===== src/sv/assert_macros.svh =====
// Assertion macros shared by the RTL.
// Expects signals clk and arst_n in the including scope.
`ifndef ASSERT_MACROS_SVH
`define ASSERT_MACROS_SVH

// Same-cycle implication, checked out of reset.
`define ASSERT_IMPL(lbl, ante, cons, msg) \
lbl: assert property (@(posedge clk) disable iff (!arst_n) (ante) |-> (cons)) \
else $error(msg);

// Next-cycle implication, checked out of reset.
`define ASSERT_NEXT(lbl, ante, cons, msg) \
lbl: assert property (@(posedge clk) disable iff (!arst_n) (ante) |=> (cons)) \
else $error(msg);

`endif


===== src/sv/tcf_pkg.sv =====
// Package for the two-class oldest-first FIFO: sizes, codes, control structs.
// No dependencies.
`default_nettype none

package tcf_pkg;

	localparam int QUEUE_DEPTH = 16;
	localparam int STAMP_W     = 27;
	localparam int CNT_W       = $clog2(QUEUE_DEPTH + 1);

	typedef enum logic [1:0] {
		CMD_ENQ     = 2'd0,
		CMD_DEQ_ANY = 2'd1,
		CMD_DEQ_A   = 2'd2,
		CMD_DEQ_B   = 2'd3
	} cmd_t;

	typedef enum logic [1:0] {
		CLASS_A    = 2'd0,
		CLASS_B    = 2'd1,
		CLASS_NONE = 2'd2
	} rclass_t;

	typedef enum logic [1:0] {
		ST_OK    = 2'd0,
		ST_EMPTY = 2'd1,
		ST_FULL  = 2'd2
	} status_t;

	// queue control from the command decoder
	typedef struct packed {
		logic push;
		logic pop;
	} q_ctrl_t;

	// queue occupancy flags back to the decoder
	typedef struct packed {
		logic empty;
		logic full;
	} q_stat_t;

endpackage

`default_nettype wire


===== src/sv/two_class_fifo_oldest_first_top.sv =====
// Top level of the two-class FIFO with oldest-first dequeue.
// Depends on tcf_pkg, tcf_queue (and tcf_cell), assert_macros.svh.
//
// Usage
//  - Command channel: a transaction is taken at a rising edge with start high
//    and busy low. busy never rises: a command is taken every cycle.
//    command: 0 enqueue, 1 dequeue older head of either class (A on a tie),
//    2 dequeue class A, 3 dequeue class B. entry_class and arrival_stamp
//    matter only for enqueue.
//  - Result channel: each command gives exactly one result transaction, shown
//    for one cycle with done high, in the cycle after the command is taken.
//    Throughput 1 command per cycle; the figure is set by
//    the single result register behind the decoder and the head compare.
//  - Each class queue is a row of QUEUE_DEPTH cells, head in cell 0. A pop
//    shifts the whole row one cell towards the head; a push
//    writes the cell picked by the fill count.
//  - Enqueue into a full queue drops the entry (status full); dequeue from
//    an empty queue returns class none, stamp 0, status empty.
//  - Reset (arst_n low) empties both queues and clears done; cell contents
//    are not reset and are never read before being written.
//  - The receiver cannot stall: results must be taken as they come.
`default_nettype none

module two_class_fifo_oldest_first_top (
	input  wire logic                        clk,
	input  wire logic                        arst_n,
	input  wire logic                        start,
	output logic                             busy,
	input  wire logic [1:0]                  command,
	input  wire logic                        entry_class,
	input  wire logic [tcf_pkg::STAMP_W-1:0] arrival_stamp,
	output logic                             done,
	output logic      [1:0]                  result_class,
	output logic      [tcf_pkg::STAMP_W-1:0] result_stamp,
	output logic      [1:0]                  status
);
	import tcf_pkg::*;
	`include "assert_macros.svh"

	logic               accept;
	q_ctrl_t            ctrl_a, ctrl_b;
	q_stat_t            stat_a, stat_b;
	logic [STAMP_W-1:0] head_a, head_b;
	logic               take_a, take_b, a_older;
	rclass_t            res_class;
	logic [STAMP_W-1:0] res_stamp;
	status_t            res_status;

	// result register
	logic               done_q;
	rclass_t            class_q;
	logic [STAMP_W-1:0] stamp_q;
	status_t            status_q;

	assign busy   = 1'b0;
	assign accept = start && !busy;

	tcf_queue u_queue_a (
		.clk       (clk),
		.arst_n    (arst_n),
		.ctrl      (ctrl_a),
		.push_stamp(arrival_stamp),
		.head_stamp(head_a),
		.stat      (stat_a)
	);

	tcf_queue u_queue_b (
		.clk       (clk),
		.arst_n    (arst_n),
		.ctrl      (ctrl_b),
		.push_stamp(arrival_stamp),
		.head_stamp(head_b),
		.stat      (stat_b)
	);

	// tie goes to class A
	assign a_older = (head_a <= head_b);

	// command decode: which queue moves, and the result of this transaction
	always_comb begin
		ctrl_a     = '0;
		ctrl_b     = '0;
		take_a     = 1'b0;
		take_b     = 1'b0;
		res_status = ST_OK;
		if (accept) begin
			unique case (cmd_t'(command))
				CMD_ENQ: begin
					if (!entry_class) begin
						if (stat_a.full) res_status = ST_FULL;
						else             ctrl_a.push = 1'b1;
					end else begin
						if (stat_b.full) res_status = ST_FULL;
						else             ctrl_b.push = 1'b1;
					end
				end
				CMD_DEQ_ANY: begin
					priority if (stat_a.empty && stat_b.empty) begin
						res_status = ST_EMPTY;
					end else if (stat_a.empty) begin
						take_b = 1'b1;
					end else if (stat_b.empty) begin
						take_a = 1'b1;
					end else if (a_older) begin
						take_a = 1'b1;
					end else begin
						take_b = 1'b1;
					end
				end
				CMD_DEQ_A: begin
					if (stat_a.empty) res_status = ST_EMPTY;
					else              take_a = 1'b1;
				end
				CMD_DEQ_B: begin
					if (stat_b.empty) res_status = ST_EMPTY;
					else              take_b = 1'b1;
				end
				default: res_status = ST_OK;
			endcase
		end
		ctrl_a.pop = take_a;
		ctrl_b.pop = take_b;
	end

	always_comb begin
		priority if (take_a) begin
			res_class = CLASS_A;
			res_stamp = head_a;
		end else if (take_b) begin
			res_class = CLASS_B;
			res_stamp = head_b;
		end else begin
			res_class = CLASS_NONE;
			res_stamp = '0;
		end
	end

	always_ff @(posedge clk or negedge arst_n) begin
		if (!arst_n) begin
			done_q <= 1'b0;
		end else begin
			done_q <= accept;
		end
	end

	always_ff @(posedge clk) begin
		if (accept) begin
			class_q  <= res_class;
			stamp_q  <= res_stamp;
			status_q <= res_status;
		end
	end

	assign done         = done_q;
	assign result_class = class_q;
	assign result_stamp = stamp_q;
	assign status       = status_q;

	// every taken command yields a result in the next cycle
	`ASSERT_NEXT(a_result_follows, accept, done, "command taken without a result")
	// a full status comes only from an enqueue
	`ASSERT_IMPL(a_full_from_enq, done && (status == ST_FULL),
		$past(command) == CMD_ENQ, "full status on a dequeue")
	// never push into a full queue nor pop an empty one
	`ASSERT_IMPL(a_queue_bounds,
		!(ctrl_a.push && stat_a.full) && !(ctrl_b.push && stat_b.full)
		&& !(ctrl_a.pop && stat_a.empty) && !(ctrl_b.pop && stat_b.empty), 1'b1,
		"queue overflow or underflow")
	// at most one queue moves per command
	`ASSERT_IMPL(a_one_queue, accept,
		$countones({ctrl_a.push, ctrl_a.pop, ctrl_b.push, ctrl_b.pop}) <= 1,
		"more than one queue moved")

endmodule

`default_nettype wire


===== src/sv/tcf_cell.sv =====
// One storage cell of a queue row: holds a stamp, loads a new one or takes its
// neighbour's on a shift. Depends on tcf_pkg.
`default_nettype none

module tcf_cell (
	input  wire logic                        clk,
	input  wire logic                        load_en,
	input  wire logic                        shift_en,
	input  wire logic [tcf_pkg::STAMP_W-1:0] new_stamp,
	input  wire logic [tcf_pkg::STAMP_W-1:0] next_stamp,
	output logic      [tcf_pkg::STAMP_W-1:0] stamp
);
	import tcf_pkg::*;

	logic [STAMP_W-1:0] stamp_q;

	// payload only, no reset
	always_ff @(posedge clk) begin
		if (load_en) begin
			stamp_q <= new_stamp;
		end else if (shift_en) begin
			stamp_q <= next_stamp;
		end
	end

	assign stamp = stamp_q;

endmodule

`default_nettype wire


===== src/sv/tcf_queue.sv =====
// One class queue: a row of tcf_cell with the head fixed at cell 0 and a fill
// count. Depends on tcf_pkg and tcf_cell.
`default_nettype none

module tcf_queue (
	input  wire logic                        clk,
	input  wire logic                        arst_n,
	input  wire tcf_pkg::q_ctrl_t            ctrl,
	input  wire logic [tcf_pkg::STAMP_W-1:0] push_stamp,
	output logic      [tcf_pkg::STAMP_W-1:0] head_stamp,
	output tcf_pkg::q_stat_t                 stat
);
	import tcf_pkg::*;

	logic [CNT_W-1:0]   count_q;
	logic [STAMP_W-1:0] cell_stamp [QUEUE_DEPTH];

	// push lands in the first free cell; pop shifts the row towards cell 0
	for (genvar i = 0; i < QUEUE_DEPTH; i++) begin : g_cell
		logic [STAMP_W-1:0] nxt;
		if (i == QUEUE_DEPTH - 1) begin : g_last
			assign nxt = cell_stamp[i];
		end else begin : g_mid
			assign nxt = cell_stamp[i + 1];
		end
		tcf_cell u_cell (
			.clk       (clk),
			.load_en   (ctrl.push && (count_q == CNT_W'(i))),
			.shift_en  (ctrl.pop),
			.new_stamp (push_stamp),
			.next_stamp(nxt),
			.stamp     (cell_stamp[i])
		);
	end

	always_ff @(posedge clk or negedge arst_n) begin
		if (!arst_n) begin
			count_q <= '0;
		end else begin
			if (ctrl.push) begin
				count_q <= count_q + CNT_W'(1);
			end else if (ctrl.pop) begin
				count_q <= count_q - CNT_W'(1);
			end
		end
	end

	assign head_stamp = cell_stamp[0];
	assign stat.empty = (count_q == '0);
	assign stat.full  = (count_q == CNT_W'(QUEUE_DEPTH));

endmodule

`default_nettype wire


===== config.mk =====
export PLATFORM = sky130hd
export DESIGN_NAME = two_class_fifo_oldest_first_top
export DESIGN_NICKNAME = d
export VERILOG_FILES = /design/src/sv/tcf_pkg.sv /design/src/sv/two_class_fifo_oldest_first_top.sv /design/src/sv/tcf_cell.sv /design/src/sv/tcf_queue.sv
export VERILOG_INCLUDE_DIRS = /design/src /design/src/sv
export SDC_FILE = /design/constraint.sdc
export NUM_CORES = 1
export LEC_CHECK = 0
export ABC_AREA = 0
export BUFFER_PORTS_ARGS = -buffer_cell sky130_fd_sc_hd__buf_2
export CELL_PAD_IN_SITES_DETAIL_PLACEMENT = 1
export CELL_PAD_IN_SITES_GLOBAL_PLACEMENT = 2
export CORE_MARGIN = 2
export CORE_UTILIZATION = 45
export CTS_CLUSTER_DIAMETER = 200
export CTS_CLUSTER_SIZE = 25
export DETAILED_ROUTE_END_ITERATION = 7
export GPL_TIMING_DRIVEN = 0
export MAX_ROUTING_LAYER = met4
export PLACE_DENSITY_LB_ADDON = 0.3
export SYNTH_ARGS = -nofsm -noshare
export SYNTH_HDL_FRONTEND = slang
export SYNTH_SLANG_ARGS = --single-unit

===== constraint.sdc =====
create_clock -name clk -period 4.28 [get_ports clk]
set_input_delay 0.214 -clock clk [delete_from_list [all_inputs] [get_ports clk]]
set_output_delay 0.214 -clock clk [all_outputs]
set_load 0.02 [all_outputs]

==> impl_metrics.env <==
export IMPL_grt_pass1_wl_microns=141900
export IMPL_path_class="register to register"
export IMPL_syn_inst=2195
export IMPL_max_cap_violations=0
export IMPL_rr_startpoint="u_queue_a.g_cell[0].u_cell.stamp[9]$_DFFE_PP_"
export IMPL_max_stage_delay_ns=0.65
export IMPL_avgViaCountPerCell=5.532
export IMPL_fillers=8283
export IMPL_root_buffer="clkbuf_16"
export IMPL_layout_commonest_cell="edfxtp_1"
export IMPL_syn_to_final_growth_pct=9.739
export IMPL_grt_use_met2_pct=32.86
export IMPL_skew_ns=0.03894
export IMPL_syn_nets=2272
export IMPL_drv_slew=0
export IMPL_cp_data_required_time_ns=4.64
export IMPL_critical_path_startpoint_type="register"
export IMPL_num_io_pins=66
export IMPL_synth_warnings=0
export IMPL_grt_pass1_vias=21520
export IMPL_end_kind="register"
export IMPL_power_density_nw_per_um2=359.8
export IMPL_timing_rr_end="u_queue_b.g_cell[0].u_cell.stamp[12]$_DFFE_PP_"
export IMPL_synth_main_ff_cell="edfxtp_1"
export IMPL_whs_path_depth=3
export IMPL_dieWidth_microns=304.3
export IMPL_synth_seq_area_share_pct=66.92
export IMPL_gp_congestion=0.8726
export IMPL_dieArea_sq_um=92580
export IMPL_pre_cts_slack_ns=-1.011
export IMPL_firstDrtPassIters=5
export IMPL_cts_htree_levels=2
export IMPL_use_met1_pct=29.79
export IMPL_vias=19620
export IMPL_worstPathCellList="ha_1 -> o21ai_0 -> o32ai_1 -> o31a_1 -> o21a_1 -> nor2_2 -> buf_2 -> o21ai_2 -> buf_8"
export IMPL_syn_area_sq_um=40570
export IMPL_period_share_pct=96.84
export IMPL_grt_busiest_layer="met2"
export IMPL_slowest_stage="o21ai_0"
export IMPL_holdPathEnd="status[1]$_DFFE_PP_"
export IMPL_clockBufferDepth=3
export IMPL_globalRouteOverflowTotal=0
export IMPL_final_layout_size_suffix_gt1_share_pct=44.83
export IMPL_dp_hpwl_microns=65870
export IMPL_cts_made_buffers=42
export IMPL_post_cts_repair_setup_buffers=0
export IMPL_met3_usage_pct=2.215
export IMPL_clock_latency_ns=0.62
export IMPL_r2r_setup_slack_ns=0.14
export IMPL_min_path_type="input pin to register"
export IMPL_grt_max_degree=38
export IMPL_max_freq_mhz=241.3
export IMPL_ys_ff_latch=906
export IMPL_ys_async_sr_fraction_pct=1.214
export IMPL_worstHoldStart="entry_class"
export IMPL_wl_per_cell_microns=26.16
export IMPL_coreArea_sq_um=89740
export IMPL_antenna_found_initial=0
export IMPL_num_antenna_cells=0
export IMPL_stdcell_count=3547
export IMPL_drcViolationCount=0
export IMPL_reg2regPathDepth=9
export IMPL_rsz0062_at_grt="false"
export IMPL_status="finished, final reports clean"
export IMPL_cts_sinks=906
export IMPL_yosys_area_top_type_share_pct=66.24
export IMPL_synthTopCellsByArea="edfxtp_1, mux2_2, mux2_4"
export IMPL_clk_pin_slew_ns=0.11
export IMPL_place_port_buffers=64
export IMPL_drt_total_wl_microns=92800
export IMPL_tns_ns=0
export IMPL_grt_usage_pct=20.86
export IMPL_synth_cell_types=63
export IMPL_path_max_fanout=18
export IMPL_p_leak_uw=0.01518
export IMPL_final_cell_mix="edfxtp_1, mux2_2, mux2_4"
export IMPL_rows=110
export IMPL_dp_cells=3456
export IMPL_die_h_microns=304.3
export IMPL_finalHoldViolations=0
export IMPL_ant_nets=0
export IMPL_slew_headroom_pct=31.49
export IMPL_nets=2430
export IMPL_cts_tree="done"
export IMPL_worstMarginPinSlew_ns=1.024
export IMPL_period_needed_ns=4.145
export IMPL_drt_iter0_drc=1233
export IMPL_synth_edff_count=895
export IMPL_synth_top_area_cell="edfxtp_1"
export IMPL_arrival_ns=4.50
export IMPL_start_util_pct=45.21
export IMPL_finalWorstSetupSlack_ns=0.1354
export IMPL_final_setup_viol_count=0
export IMPL_peakVddDrop_mv=0.2650
export IMPL_syn_avg_cell_area_sq_um=18.48
## state kept, by name, summed over array words and instances (netlist names)
name                           count
result_stamp                      27
result_class                       2
u_queue_b.g_cell.u_cell.stamp    432
u_queue_a.count_q                  5
done                               1
u_queue_a.g_cell.u_cell.stamp    432
status                             2
u_queue_b.count_q                  5
## routing by layer
metal	vias to the layer above	part of all wire [%]
li1	8752	-
met1	10480	48
met2	303	48
met3	83	3.1
met4	0	1.5
met5	-	0
## report_power, final
part | internal, uW | switching, uW
Sequential | 10100 | 132
Combinational | 433 | 725
Clock | 1950 | 2720
## cells in the mapped netlist (16+ instances only)
cell type / instances
a21oi_1: 19
o21ai_0: 29
inv_1: 35
clkbuf_1: 86
mux2_1: 32
buf_6: 16
nand2_1: 27
ha_1: 44
mux2_4: 217
a22o_1: 27
edfxtp_1: 895
mux2_2: 561
buf_4: 34
## kinds of logic (layout without fill, tap and decap cells)
kind of cell / after synthesis / in the layout / synth area share (%)
DFF: 906 / 906 / 66.92
muxes: 811 / 811 / 24.51
and+or+nand+nor: 128 / 128 / 2.319
xor gates and xnor gates: 3 / 3 / 0.06477
other: 1 / 1 / 0.009243
adders and majority gates: 44 / 44 / 1.357
AOI/OAI and AO/OA: 101 / 101 / 1.739
buffers and inverters: 201 / 377 / 3.075
## repair_timing
item,4_1_cts,5_1_grt
hold buffers,29,0
endpoints found under the setup margin,279,189
hold endpoints to repair,65,0
gates cloned,0,0
gates resized for setup,14,3
## layout make-up
type	instances	area, sq um	share of cell area (%)
flip-flops and latches	906	27150	60.98
multi-input cells	1088	12440	27.95
well taps	1176	1471	3.305
clock buffers	61	1186	2.664
plain buffers	164	1110	2.493
repair buffers	114	1001	2.248
inverters	37	138.9	0.3119
clock inverters	1	20.02	0.04496
## critical path, delay by kind of cell, from the launching register on
family	cells	cell delay, ns
adders and majority gates	1	0.33
and+or+nand+nor	1	0.43
AOI/OAI and AO/OA	5	1.85
buffers and inverters	2	0.85
DFF	1	0.42
## per-stage QoR
step,total power (uW),area (sq um),utilization (%),hold WS [ns]
finish,16020,44520,49.62,0.08659
global route,16560,44520,49.62,0.07836
CTS,16190,44520,49.61,0.04660
detailed placement,11530,42970,47.88,0.1229
global placement,11450,42360,47.21,0.1134
floorplan,11050,40570,-,-0.08159
## how the worst max path moves through the flow
stage | start | slack [ns] | end
2_1_floorplan | u_queue_a.count_q[0]$_DFFE_PN0P_ | 0.41 | u_queue_a.g_cell[10].u_cell.stamp[0]$_DFFE_PP_
3_3_place_gp | start | -1.66 | u_queue_b.g_cell[7].u_cell.stamp[14]$_DFFE_PP_
3_5_place_dp | u_queue_a.g_cell[0].u_cell.stamp[12]$_DFFE_PP_ | -1.01 | u_queue_a.g_cell[13].u_cell.stamp[11]$_DFFE_PP_
4_1_cts | u_queue_a.g_cell[0].u_cell.stamp[14]$_DFFE_PP_ | 0.05 | u_queue_a.g_cell[0].u_cell.stamp[12]$_DFFE_PP_
5_1_grt | u_queue_a.g_cell[0].u_cell.stamp[9]$_DFFE_PP_ | 0.05 | u_queue_b.g_cell[0].u_cell.stamp[12]$_DFFE_PP_
6_report | u_queue_a.g_cell[0].u_cell.stamp[9]$_DFFE_PP_ | 0.14 | u_queue_b.g_cell[0].u_cell.stamp[12]$_DFFE_PP_
(Power assumes the default switching activity.)
